--- src/sv/fbcrc8_pkg.sv ---
// ----------------------------------------------------------------------------
// fbcrc8_pkg - shared types and constants of the CRC-8 frame builder
// Queue entry type, front state codes, stuffing codes and the CRC byte step.
// ----------------------------------------------------------------------------
`default_nettype none

package fbcrc8_pkg;

	// Byte codes that force a fill byte after them, and the fill byte
	localparam logic [7:0] STUFF_A    = 8'h81;
	localparam logic [7:0] STUFF_B    = 8'h88;
	localparam logic [7:0] STUFF_FILL = 8'hff;

	// Largest payload size placed in a header
	localparam logic [5:0] PAYLOAD_MAX = 6'd63;

	// Configuration register map
	localparam int unsigned ADDR_W   = 3;
	localparam logic        REG_POLY = 1'b0;
	localparam logic [7:0]  POLY_RESET = 8'h07;

	// Queue between front and back
	localparam int unsigned QUEUE_DEPTH = 4;

	// One raw frame byte handed from front to back
	typedef struct packed {
		logic [7:0] data;
		logic       last;
	} entry_t;

	// Front sequencer states
	typedef enum logic [1:0] {
		FS_IDLE,
		FS_H1,
		FS_H2,
		FS_CRC
	} front_state_t;

	// Feed one byte MSB-first into the CRC-8 remainder
	function automatic logic [7:0] crc_feed(input logic [7:0] crc, input logic [7:0] din,
			input logic [7:0] poly);
		logic [7:0] c;
		c = crc ^ din;
		for (int b = 0; b < 8; b++) begin
			if (c[7]) begin
				c = {c[6:0], 1'b0} ^ poly;
			end else begin
				c = {c[6:0], 1'b0};
			end
		end
		return c;
	endfunction

	// True for bytes that need a fill byte after them
	function automatic logic needs_stuff(input logic [7:0] b);
		return (b == STUFF_A) || (b == STUFF_B);
	endfunction

endpackage

`default_nettype wire

--- src/sv/fbcrc8_front.sv ---
// ----------------------------------------------------------------------------
// fbcrc8_front - item intake and frame sequencing
// Accepts header and payload items, keeps the running CRC and the byte count,
// and pushes raw frame bytes (header, payload, CRC), one per cycle unless q_full.
// ----------------------------------------------------------------------------
`default_nettype none

module fbcrc8_front (
	input  wire                  clk,
	input  wire                  arst_n,
	input  wire  [7:0]           crc_polynomial,
	input  wire                  in_valid,
	output logic                 in_ready,
	input  wire                  is_header,
	input  wire  [7:0]           marker,
	input  wire  [5:0]           payload_size,
	input  wire  [4:0]           sequence_req,
	input  wire  [4:0]           msg_type,
	input  wire  [7:0]           data_byte,
	input  wire                  q_full,
	output logic                 push_valid,
	output fbcrc8_pkg::entry_t   push_entry
);

	fbcrc8_pkg::front_state_t state_q, state_d;
	logic       in_frame_q;
	logic [5:0] bytes_left_q;
	logic [7:0] crc_q;
	logic [7:0] h1_q;
	logic [7:0] h2_q;
	logic       size_zero_q;

	logic       accept;
	logic [5:0] size_sat;
	logic [7:0] crc_base;
	logic [7:0] crc_next;

	assign in_ready = (state_q == fbcrc8_pkg::FS_IDLE) && !q_full;
	assign accept   = in_valid && in_ready;

	// Clamp the size to the frame limit
	assign size_sat = (payload_size > fbcrc8_pkg::PAYLOAD_MAX) ?
		fbcrc8_pkg::PAYLOAD_MAX : payload_size;

	// Select the byte to push and the CRC it continues from
	always_comb begin
		push_valid      = 1'b0;
		push_entry.data = 8'h00;
		push_entry.last = 1'b0;
		crc_base        = crc_q;
		case (state_q)
			fbcrc8_pkg::FS_IDLE: begin
				push_valid      = accept && (is_header || in_frame_q);
				push_entry.data = is_header ? marker : data_byte;
				crc_base        = is_header ? 8'h00 : crc_q;
			end
			fbcrc8_pkg::FS_H1: begin
				push_valid      = !q_full;
				push_entry.data = h1_q;
			end
			fbcrc8_pkg::FS_H2: begin
				push_valid      = !q_full;
				push_entry.data = h2_q;
			end
			fbcrc8_pkg::FS_CRC: begin
				push_valid      = !q_full;
				push_entry.data = crc_q;
				push_entry.last = 1'b1;
			end
			default: begin
				push_valid = 1'b0;
			end
		endcase
	end

	assign crc_next = fbcrc8_pkg::crc_feed(crc_base, push_entry.data, crc_polynomial);

	// Advance the sequencer
	always_comb begin
		state_d = state_q;
		case (state_q)
			fbcrc8_pkg::FS_IDLE: begin
				if (accept && is_header) begin
					state_d = fbcrc8_pkg::FS_H1;
				end else if (accept && in_frame_q && (bytes_left_q == 6'd1)) begin
					state_d = fbcrc8_pkg::FS_CRC;
				end
			end
			fbcrc8_pkg::FS_H1: begin
				if (!q_full) begin
					state_d = fbcrc8_pkg::FS_H2;
				end
			end
			fbcrc8_pkg::FS_H2: begin
				if (!q_full) begin
					state_d = size_zero_q ? fbcrc8_pkg::FS_CRC : fbcrc8_pkg::FS_IDLE;
				end
			end
			fbcrc8_pkg::FS_CRC: begin
				if (!q_full) begin
					state_d = fbcrc8_pkg::FS_IDLE;
				end
			end
			default: begin
				state_d = fbcrc8_pkg::FS_IDLE;
			end
		endcase
	end

	always_ff @(posedge clk or negedge arst_n) begin
		if (!arst_n) begin
			state_q <= fbcrc8_pkg::FS_IDLE;
		end else begin
			state_q <= state_d;
		end
	end

	// Track frame state and running CRC
	always_ff @(posedge clk or negedge arst_n) begin
		if (!arst_n) begin
			in_frame_q   <= 1'b0;
			bytes_left_q <= 6'd0;
			crc_q        <= 8'h00;
		end else if (push_valid) begin
			if (state_q == fbcrc8_pkg::FS_CRC) begin
				in_frame_q   <= 1'b0;
				bytes_left_q <= 6'd0;
				crc_q        <= 8'h00;
			end else begin
				crc_q <= crc_next;
				if (state_q == fbcrc8_pkg::FS_IDLE) begin
					if (is_header) begin
						in_frame_q   <= 1'b1;
						bytes_left_q <= size_sat;
					end else begin
						bytes_left_q <= bytes_left_q - 6'd1;
					end
				end
			end
		end
	end

	// Hold the remaining header bytes
	always_ff @(posedge clk) begin
		if (accept && is_header) begin
			h1_q        <= {size_sat, sequence_req[4:3]};
			h2_q        <= {sequence_req[2:0], msg_type};
			size_zero_q <= (size_sat == 6'd0);
		end
	end

endmodule

`default_nettype wire

--- src/sv/fbcrc8_queue.sv ---
// ----------------------------------------------------------------------------
// fbcrc8_queue - short byte queue between front and back
// Register-based FIFO of raw frame bytes with their end-of-frame flag.
// ----------------------------------------------------------------------------
`default_nettype none

module fbcrc8_queue #(
	parameter int unsigned DEPTH = fbcrc8_pkg::QUEUE_DEPTH
) (
	input  wire                  clk,
	input  wire                  arst_n,
	input  wire                  push_valid,
	input  fbcrc8_pkg::entry_t   push_entry,
	output logic                 full,
	output logic                 pop_valid,
	input  wire                  pop,
	output fbcrc8_pkg::entry_t   pop_entry
);

	localparam int unsigned PTR_W = (DEPTH > 1) ? $clog2(DEPTH) : 1;
	localparam int unsigned CNT_W = $clog2(DEPTH + 1);
	localparam logic [PTR_W-1:0] PTR_LAST = PTR_W'(DEPTH - 1);
	localparam logic [CNT_W-1:0] CNT_FULL = CNT_W'(DEPTH);

	fbcrc8_pkg::entry_t mem_q [DEPTH];
	logic [PTR_W-1:0] wptr_q;
	logic [PTR_W-1:0] rptr_q;
	logic [CNT_W-1:0] count_q;
	logic             do_push;
	logic             do_pop;

	assign full      = (count_q == CNT_FULL);
	assign pop_valid = (count_q != '0);
	assign pop_entry = mem_q[rptr_q];
	assign do_push   = push_valid && !full;
	assign do_pop    = pop && pop_valid;

	// Store the pushed entry
	always_ff @(posedge clk) begin
		if (do_push) begin
			mem_q[wptr_q] <= push_entry;
		end
	end

	// Advance pointers and count
	always_ff @(posedge clk or negedge arst_n) begin
		if (!arst_n) begin
			wptr_q  <= '0;
			rptr_q  <= '0;
			count_q <= '0;
		end else begin
			if (do_push) begin
				wptr_q <= (wptr_q == PTR_LAST) ? '0 : wptr_q + PTR_W'(1);
			end
			if (do_pop) begin
				rptr_q <= (rptr_q == PTR_LAST) ? '0 : rptr_q + PTR_W'(1);
			end
			if (do_push && !do_pop) begin
				count_q <= count_q + CNT_W'(1);
			end else if (do_pop && !do_push) begin
				count_q <= count_q - CNT_W'(1);
			end
		end
	end

endmodule

`default_nettype wire

--- src/sv/fbcrc8_back.sv ---
// ----------------------------------------------------------------------------
// fbcrc8_back - byte stuffing and output register
// Pops raw bytes, drives them on the output channel and inserts a fill byte
// after each stuff code; moves the end-of-frame mark to the fill byte.
// ----------------------------------------------------------------------------
`default_nettype none

module fbcrc8_back (
	input  wire                  clk,
	input  wire                  arst_n,
	input  wire                  pop_valid,
	input  fbcrc8_pkg::entry_t   pop_entry,
	output logic                 pop,
	output logic                 out_valid,
	input  wire                  out_ready,
	output logic [7:0]           out_byte,
	output logic                 frame_end
);

	logic       out_valid_q;
	logic [7:0] out_byte_q;
	logic       frame_end_q;
	logic       stuff_pend_q;
	logic       stuff_last_q;
	logic       load;
	logic       stuff;

	assign load  = !out_valid_q || out_ready;
	assign pop   = load && !stuff_pend_q && pop_valid;
	assign stuff = fbcrc8_pkg::needs_stuff(pop_entry.data);

	assign out_valid = out_valid_q;
	assign out_byte  = out_byte_q;
	assign frame_end = frame_end_q;

	// Track output beat and pending fill byte
	always_ff @(posedge clk or negedge arst_n) begin
		if (!arst_n) begin
			out_valid_q  <= 1'b0;
			stuff_pend_q <= 1'b0;
		end else if (load) begin
			if (stuff_pend_q) begin
				out_valid_q  <= 1'b1;
				stuff_pend_q <= 1'b0;
			end else if (pop_valid) begin
				out_valid_q  <= 1'b1;
				stuff_pend_q <= stuff;
			end else begin
				out_valid_q <= 1'b0;
			end
		end
	end

	// Load the output payload
	always_ff @(posedge clk) begin
		if (load) begin
			if (stuff_pend_q) begin
				out_byte_q  <= fbcrc8_pkg::STUFF_FILL;
				frame_end_q <= stuff_last_q;
			end else if (pop_valid) begin
				out_byte_q   <= pop_entry.data;
				frame_end_q  <= pop_entry.last && !stuff;
				stuff_last_q <= pop_entry.last;
			end
		end
	end

endmodule

`default_nettype wire

--- src/sv/frame_builder_crc8_stuffing_top.sv ---
// ----------------------------------------------------------------------------
// frame_builder_crc8_stuffing_top - CRC-8 framed packet builder with stuffing
// Builds header, payload and CRC bytes of a frame and stuffs 0x81 and 0x88.
// ----------------------------------------------------------------------------
//
//   channel   signals                              beat
//   input     in_valid / in_ready + item fields    one header or payload item
//   output    out_valid / out_ready + out_byte     one frame byte on the wire
//   config    APB psel/penable/pwrite/paddr/...    crc_polynomial at 0x0
//
// A header item holds the front for the marker, H1 and H2 bytes and, with an
// empty payload, the CRC byte; the last payload item holds it for the CRC
// byte. The back sends one beat per cycle while out_ready is high, plus a
// fill beat per stuffed byte. A four-entry byte queue lets each side stall
// on its own. Reset clears the frame state and sets the polynomial to 0x07.
// ----------------------------------------------------------------------------
`default_nettype none

module frame_builder_crc8_stuffing_top #(
	parameter int unsigned QUEUE_DEPTH = fbcrc8_pkg::QUEUE_DEPTH
) (
	input  wire                           clk,
	input  wire                           arst_n,
	input  wire                           psel,
	input  wire                           penable,
	input  wire                           pwrite,
	input  wire  [fbcrc8_pkg::ADDR_W-1:0] paddr,
	input  wire  [31:0]                   pwdata,
	output logic [31:0]                   prdata,
	output logic                          pready,
	input  wire                           in_valid,
	output logic                          in_ready,
	input  wire                           is_header,
	input  wire  [7:0]                    marker,
	input  wire  [5:0]                    payload_size,
	input  wire  [4:0]                    sequence_req,
	input  wire  [4:0]                    msg_type,
	input  wire  [7:0]                    data_byte,
	output logic                          out_valid,
	input  wire                           out_ready,
	output logic [7:0]                    out_byte,
	output logic                          frame_end
);

	logic [7:0]         crc_polynomial_q;
	logic               reg_sel;
	logic               push_valid;
	fbcrc8_pkg::entry_t push_entry;
	logic               q_full;
	logic               pop_valid;
	logic               pop;
	fbcrc8_pkg::entry_t pop_entry;

	// Decode the register index
	assign pready  = 1'b1;
	assign reg_sel = (paddr[fbcrc8_pkg::ADDR_W-1] == fbcrc8_pkg::REG_POLY);
	assign prdata  = reg_sel ? {24'h000000, crc_polynomial_q} : 32'h00000000;

	// Write the polynomial register
	always_ff @(posedge clk or negedge arst_n) begin
		if (!arst_n) begin
			crc_polynomial_q <= fbcrc8_pkg::POLY_RESET;
		end else if (psel && penable && pwrite && pready && reg_sel) begin
			crc_polynomial_q <= pwdata[7:0];
		end
	end

	fbcrc8_front u_front (
		.clk            (clk),
		.arst_n         (arst_n),
		.crc_polynomial (crc_polynomial_q),
		.in_valid       (in_valid),
		.in_ready       (in_ready),
		.is_header      (is_header),
		.marker         (marker),
		.payload_size   (payload_size),
		.sequence_req   (sequence_req),
		.msg_type       (msg_type),
		.data_byte      (data_byte),
		.q_full         (q_full),
		.push_valid     (push_valid),
		.push_entry     (push_entry)
	);

	fbcrc8_queue #(
		.DEPTH (QUEUE_DEPTH)
	) u_queue (
		.clk        (clk),
		.arst_n     (arst_n),
		.push_valid (push_valid),
		.push_entry (push_entry),
		.full       (q_full),
		.pop_valid  (pop_valid),
		.pop        (pop),
		.pop_entry  (pop_entry)
	);

	fbcrc8_back u_back (
		.clk       (clk),
		.arst_n    (arst_n),
		.pop_valid (pop_valid),
		.pop_entry (pop_entry),
		.pop       (pop),
		.out_valid (out_valid),
		.out_ready (out_ready),
		.out_byte  (out_byte),
		.frame_end (frame_end)
	);

endmodule

`default_nettype wire
--- config.mk ---
export PLATFORM = sky130hd
export DESIGN_NAME = frame_builder_crc8_stuffing_top
export DESIGN_NICKNAME = d
export VERILOG_FILES = /design/src/sv/fbcrc8_pkg.sv /design/src/sv/fbcrc8_front.sv /design/src/sv/fbcrc8_queue.sv /design/src/sv/fbcrc8_back.sv /design/src/sv/frame_builder_crc8_stuffing_top.sv
export SDC_FILE = /design/constraint.sdc
export NUM_CORES = 1
export LEC_CHECK = 0
export BUFFER_PORTS_ARGS = -buffer_cell sky130_fd_sc_hd__buf_2
export CAP_MARGIN = 5
export CORE_MARGIN = 4
export CORE_UTILIZATION = 50
export DETAILED_ROUTE_END_ITERATION = 8
export MAX_ROUTING_LAYER = met4
export PLACE_DENSITY_LB_ADDON = 0.15
export SYNTH_ARGS = -nofsm -noshare
export SYNTH_HDL_FRONTEND = slang
export SYNTH_SLANG_ARGS = --single-unit
--- constraint.sdc ---
create_clock -name clk -period 9.8 [get_ports clk]
set_clock_uncertainty 0.15 [all_clocks]
set_input_delay 0.98 -clock clk [delete_from_list [all_inputs] [get_ports clk]]
set_output_delay 0.98 -clock clk [all_outputs]
set_load 0.02 [all_outputs]
======== Word level (Yosys, flattened, before mapping) ========
Memory sizes are Yosys's and may differ from the RTL's.
Index checks and enable logic that the tools add are counted.
W data, S select, Z words.
storage, ports and cells
  register bits after elaboration ......... 61
  memory bits (writable) .................. 36
  bits of input ports ..................... 75
  output and inout port bits .............. 44
  word-level logic and storage cells ...... 128
  memories ................................ 1
operators by class
  add/subtract/negate cells ............... 5
  order comparisons ....................... 1
  equality and inequality tests ........... 13
  multiplexer cells ....................... 43
  bitwise logic cells ..................... 11
  reductions and logical operators ........ 38
memories
  memory         words  bits a word  read ports  clocked after memory_dff  write ports  line                source
  u_queue.mem_q  4      9            1           0                         1            fbcrc8_queue.sv:25  fbcrc8_pkg::entry_t mem_q [DEPTH];
operators by type and width
  operator               count
  $mux W8                14
  $xor A8 B8 Y8          9
  $pmux W8 S4            1
  $mux W6                4
  $eq A8 B8 Y1 const B   2
  $logic_and A1 B1 Y1    16
  $mux W2                8
  $mux W1                12
  $eq A2 B2 Y1 const B   4
  $pmux W2 S4            1
  $reduce_bool A2 Y1     4
  $eq A6 B1 Y1 const B   1
  $gt A6 B6 Y1 const B   1
  $logic_not A1 Y1       6
  $logic_not A6 Y1       1
  $mux W3                2
  $ne A2 B2 Y1 const B   3
  $reduce_and A3 Y1      2
  $sub A6 B1 Y6 const B  1
  $add A2 B1 Y2 const B  2
  $reduce_and A2 Y1      2
  $reduce_and A4 Y1      1
  $add A3 B1 Y3 const B  1
  $eq A3 B3 Y1 const B   1
  9 further kinds        12

======== Longest topological paths before layout ========
  depth in word-level cells ............... 20
  gate-level depth with buffers ........... 20
  depth with buffers taken out ............ 15

======== Hierarchy ========
From an unflattened synthesis, not the netlist that was laid out.
unflattened totals
  cells, all modules ...................... 560
  area, all modules ....................... 6133.4 sq um
by module, submodules not included
  module                           instances  cells each  area each (sq um)  seq. area each (sq um)
  fbcrc8_front                     1          389         3278.1             935.9
  fbcrc8_queue                     1          84          1767.9             1256.2
  frame_builder_crc8_stuffing_top  1          52          583.1              203.9
  fbcrc8_back                      1          35          504.2              350.3

======== Least setup slack after synthesis ========
No wires, ideal clock.
  kind .................................... input -> register
  start ................................... input port is_header
  end ..................................... register u_front.crc_q[3]
  library setup time ...................... 0.069 ns
  arrival ................................. 4.763 ns
  data required time ...................... 9.581 ns
  setup slack ............................. 4.819 ns
  stages .................................. 17
  buffers on the path ..................... 4
  cell sequence ........................... buf_6 -> mux2i_1 -> a221oi_2 -> or3_1 -> buf_6 -> a31o_1 -> or4_4 -> and2_1 -> clkbuf_1 -> o31a_1 -> or2_0 -> buf_2 -> o21ai_4 -> mux2i_1 -> xnor3_1 -> a211o_1 -> nand3_1
on the way
  cells in the longest elaborated chain, start to end .. 19
  elaborated cells on any way between the ends .. 25
  those cells by class .................... 14 x mux; 9 x bitwise; 2 x reduce/logical
ends and longest elaborated chain
  element                                   line                                    source
  from (decl)                               frame_builder_crc8_stuffing_top.sv:33   input wire is_header,
  $mux W8 (on tied branches)                fbcrc8_front.sv:54, fbcrc8_front.sv:55
  $pmux W8 S4 or $mux W8 (tied branches)    fbcrc8_front.sv:51                      case (state_q)
  $xor A8 B8 Y8                             fbcrc8_pkg.sv:43                        c = crc ^ din;
  $xor A8 B8 Y8                             fbcrc8_pkg.sv:46                        c = {c[6:0], 1'b0} ^ poly;
  $mux W8                                   fbcrc8_pkg.sv:45                        if (c[7]) begin
  $xor A8 B8 Y8                             fbcrc8_pkg.sv:46
  $mux W8                                   fbcrc8_pkg.sv:45
  $xor A8 B8 Y8                             fbcrc8_pkg.sv:46
  [3 not listed]                            -
  $mux W8 or $xor A8 B8 Y8 (tied branches)  fbcrc8_pkg.sv:45, fbcrc8_pkg.sv:46
  $xor A8 B8 Y8 or $mux W8 (tied branches)  fbcrc8_pkg.sv:46, fbcrc8_pkg.sv:45
  $mux W8 or $xor A8 B8 Y8 (tied branches)  fbcrc8_pkg.sv:45, fbcrc8_pkg.sv:46
  $xor A8 B8 Y8 or $mux W8 (tied branches)  fbcrc8_pkg.sv:46, fbcrc8_pkg.sv:45
  $mux W8 or $xor A8 B8 Y8 (tied branches)  fbcrc8_pkg.sv:45, fbcrc8_pkg.sv:46
  $xor A8 B8 Y8 or $mux W8 (tied branches)  fbcrc8_pkg.sv:46, fbcrc8_pkg.sv:45
  $mux W8                                   fbcrc8_pkg.sv:45
  $mux W8                                   fbcrc8_front.sv:125                     if (state_q == fbcrc8_pkg::FS_CRC) begin
  to (signal assigned)                      fbcrc8_front.sv:130                     crc_q <= crc_next;
  to (decl)                                 fbcrc8_front.sv:28                      logic [7:0] crc_q;
Several ways; a longest one is shown, not always the timed one.
A chain may end at the register's enable or synchronous reset.

======== Worst setup path after layout ========
  start ................................... input port is_header
  end ..................................... register u_front.crc_q[7]
on the way
  cells in the longest elaborated chain, start to end .. 19
  elaborated cells on any way between the ends .. 25
  those cells by class .................... 14 x mux; 9 x bitwise; 2 x reduce/logical
ends and longest elaborated chain
  element                                   line
  $mux W8 (on tied branches)                fbcrc8_front.sv:54, fbcrc8_front.sv:55
  $pmux W8 S4 or $mux W8 (tied branches)    fbcrc8_front.sv:51
  $xor A8 B8 Y8                             fbcrc8_pkg.sv:43
  $mux W8 or $xor A8 B8 Y8 (tied branches)  fbcrc8_pkg.sv:45, fbcrc8_pkg.sv:46
  $xor A8 B8 Y8 or $mux W8 (tied branches)  fbcrc8_pkg.sv:46, fbcrc8_pkg.sv:45
  $mux W8 or $xor A8 B8 Y8 (tied branches)  fbcrc8_pkg.sv:45, fbcrc8_pkg.sv:46
  $xor A8 B8 Y8 or $mux W8 (tied branches)  fbcrc8_pkg.sv:46, fbcrc8_pkg.sv:45
  $mux W8 or $xor A8 B8 Y8 (tied branches)  fbcrc8_pkg.sv:45, fbcrc8_pkg.sv:46
  [3 not listed]                            -
  $mux W8 or $xor A8 B8 Y8 (tied branches)  fbcrc8_pkg.sv:45, fbcrc8_pkg.sv:46
  $xor A8 B8 Y8 or $mux W8 (tied branches)  fbcrc8_pkg.sv:46, fbcrc8_pkg.sv:45
  $mux W8 or $xor A8 B8 Y8 (tied branches)  fbcrc8_pkg.sv:45, fbcrc8_pkg.sv:46
  $xor A8 B8 Y8 or $mux W8 (tied branches)  fbcrc8_pkg.sv:46, fbcrc8_pkg.sv:45
  $mux W8 or $xor A8 B8 Y8 (tied branches)  fbcrc8_pkg.sv:45, fbcrc8_pkg.sv:46
  $xor A8 B8 Y8 or $mux W8 (tied branches)  fbcrc8_pkg.sv:46, fbcrc8_pkg.sv:45
  $mux W8                                   fbcrc8_pkg.sv:45
  $mux W8                                   fbcrc8_front.sv:125
Several ways; a longest one is shown, not always the timed one.

==> results.json <==
{
  "dieArea_um2": 15000,
  "fin_area_um2": 7060,
  "fmax_ghz": 0.154,
  "rows": 41,
  "num_vias": 4956,
  "dp_hpwl_um": 11100,
  "die_w_um": 122,
  "path_clk_slew_ns": 0.08,
  "cts_hold_buf": 0,
  "drtPass1Iterations": 6,
  "drive_gt1_share_pct": 21.2,
  "cts_sinks": 97,
  "worstPathCellList": "buf_2 -> mux2i_1 -> a221oi_2 -> nor3_2 -> o31ai_4 -> o31a_1 -> o211ai_1 -> a311o_1 -> nand2_1 -> xnor3_1 -> a221oi_2 -> xor2_1 -> a21oi_1 -> o31ai_1",
  "ys.flop_type": "edfxtp_1",
  "min_period_ns": 6.51,
  "critPathMaxFanout": 28,
  "crit_required_ns": 9.91,
  "grt_pass1_wl_um": 24500,
  "post-cts-setup-buffers": 0,
  "grt_util_all_layers_pct": 21.7,
  "numCtsBuffers": 9,
  "synthArstFlopShare_pct": 35.1,
  "synth_adder_area_share_pct": 2.79,
  "synth_area_per_cell_um2": 10.6,
  "hold_slack_ns": 0.368,
  "io_pins": 119,
  "ys_seq_area_share_pct": 42.0,
  "ys_seq_elements": 97,
  "worstPathArrival_ns": 6.62,
  "synth_edf_count": 63,
  "slew_headroom_pct": 31.4,
  "tns_ns": 0,
  "syn2layout_area_growth_pct": 7.84,
  "cpMaxStageDelayCell": "nor3_2",
  "io_buffers": 67,
  "crit_top_cell": "a221oi_2",
  "drv_cap": 0,
  "synth_cell_type_count": 86,
  "synth_warnings": 0,
  "crit_type": "input port to flip-flop",
  "synth-simple-area-share_pct": 15.1,
  "drt_iter0_drc": 425,
  "slowest_delay_ns": 0.84,
  "grt_max_degree": 35,
  "critPathCaptureType": "flip-flop",
  "min-delay-path-class": "flip-flop to flip-flop",
  "clockRootBuffer": "clkbuf_16",
  "placed_cell_area_um2": 6770,
  "final_nets": 735,
  "cts_resized": 0,
  "synth_area_leaders": "edfxtp_1 29%, dfrtp_1 12%, nand2_1 3.8%",
  "tightest_slew_ns": 1.03,
  "routed_via_density": 6.02,
  "gp_congestion": 0.875,
  "report.final.hold_viol_count": 0,
  "drt_wl_total_um": 15200,
  "synth_mux_area_share_pct": 7.76,
  "globalRouteOverflowTotal": 0,
  "synth_top_area_share_pct": 28.9,
  "maxSlewViolCount": 0,
  "netlist_area_um2": 6540,
  "rsz0062_at_grt": "no",
  "antenna_found_initial": 0,
  "cts_tree": "yes",
  "drc": 0,
  "fp.dieH_um": 122,
  "synth_largest_area_cell": "edfxtp_1",
  "status": "finished clean",
  "h-tree-depth": 3,
  "crit_buf_inv": 1,
  "drtAntennaViolNets": 0,
  "worst_setup_path_start_kind": "input port",
  "layout_common_cells": "67 x nand2_1, 67 x buf_2, 63 x edfxtp_1",
  "fp.coreArea_um2": 12700,
  "cts_buffer_depth": 2,
  "synth_top_family_by_area": "compound AO/OA/AOI/OAI gates",
  "crit_family": "compound AO/OA/AOI/OAI gates",
  "diodes": 0,
  "synth_compound_area_share_pct": 17.8,
  "wire_per_inst_um": 18.4,
  "synth_xor_area_share_pct": 7.09,
  "setup-violations-final": 0,
  "fillerInstances": 1150,
  "grt_pass1_vias": 4730,
  "clock_latency_ns": 0.35,
  "syn_inst": 616,
  "start_util_pct": 51.4,
  "fin_crit_sh_pct": 66.4
}
-- metrics by stage --
step	cells	util (%)	setup WS, ns
after detailed placement	807	53.2	3.01
final	823	55.5	3.29
after global routing	823	55.5	2.82
after CTS	823	55.5	3.38
after global placement	807	53.2	3.17
after floorplan	639	-	4.82
-- sequential cells by signal, summed over array words and instances, names as in the netlist --
name	cells
u_front.bytes_left_q	6
u_back.frame_end	1
u_queue.wptr_q	2
u_front.crc_q	8
u_back.out_byte	8
u_back.out_valid	1
u_queue.rptr_q	2
u_front.size_zero_q	1
u_front.h2_q	8
u_queue.mem_q	36
u_back.stuff_pend_q	1
u_queue.count_q	3
u_front.in_frame_q	1
u_back.stuff_last_q	1
u_front.h1_q	8
u_front.state_q	2
crc_polynomial_q	8
-- logic make-up (layout without fill, tap and decap cells) --
family	Yosys count	after routing
AOI/OAI and AO/OA	142	142
xor gates and xnor gates	42	42
adders and majority gates	14	14
buffers and inverters	88	100
DFF	97	97
muxes	38	38
other	2	25
and+or+nand+nor	193	193
-- synth_stat cells, types with 5 or more instances --
master    number
nor2b_1        6
clkbuf_1      27
inv_1         15
or4_1          8
buf_4         29
a22oi_1        6
nand2_1       67
or2_2          8
ha_1          13
a31oi_1       10
xnor2_1       25
nand3_1       22
o21ai_0       21
o31ai_1       10
nor2_1        27
a21oi_1       18
xor2_1        10
a211oi_1       8
mux2_2        12
dfrtp_1       31
xnor3_1        7
mux2i_1       17
mux4_2         9
a211o_1        6
and2_1        10
nor4_1         5
edfxtp_1      63
buf_2          8
nor3_1        11
-- final cells by class --
type	count	area, um2	area share [%]
clock inverter	6	62.6	0.887
timing repair buffer	67	335	4.75
inverter	17	63.8	0.904
multi-input combinational	454	3400	48.2
tap	172	215	3.05
clock buffer	10	229	3.24
sequential	97	2750	38.9
-- final timing paths --
check	slack, ns	endpoint	start	cells past startpoint
worst max-delay path	3.29	u_front.crc_q[7]	is_header	14
worst min-delay path	0.37	u_queue.count_q[2]	u_queue.count_q[2]	1
worst max register to register	3.34	u_front.crc_q[7]	u_front.state_q[0]	14
worst min register to register	0.37	u_queue.count_q[2]	u_queue.count_q[2]	1
max in group asynchronous	8.37	u_front.crc_q[3]	arst_n	1
min in group asynchronous	0.59	u_front.crc_q[7]	arst_n	1
-- per-layer routing --
| metal | track usage (%) | wire (um) | up-vias |
|---|---|---|---|
| met2 | 33.1 | 7030 | 207 |
| met1 | 29.9 | 6800 | 2403 |
| li1 | - | - | 2323 |
| met4 | 5.81 | 235 | 0 |
| met5 | - | 0 | - |
| met3 | 4.06 | 1120 | 23 |
-- worst register-to-register path, delay by kind of cell (launching register included) --
family / cells / cell delay, ns
and+or+nand+nor: 2 / 0.93
xor gates and xnor gates: 2 / 1.12
AOI/OAI and AO/OA: 8 / 2.78
DFF: 1 / 0.42
adders and majority gates: 1 / 0.85
buffers and inverters: 1 / 0.12
Power is left out: the tool's default activity adds up to more than one toggle a clock period on the data nets, which glitch-free logic cannot reach.
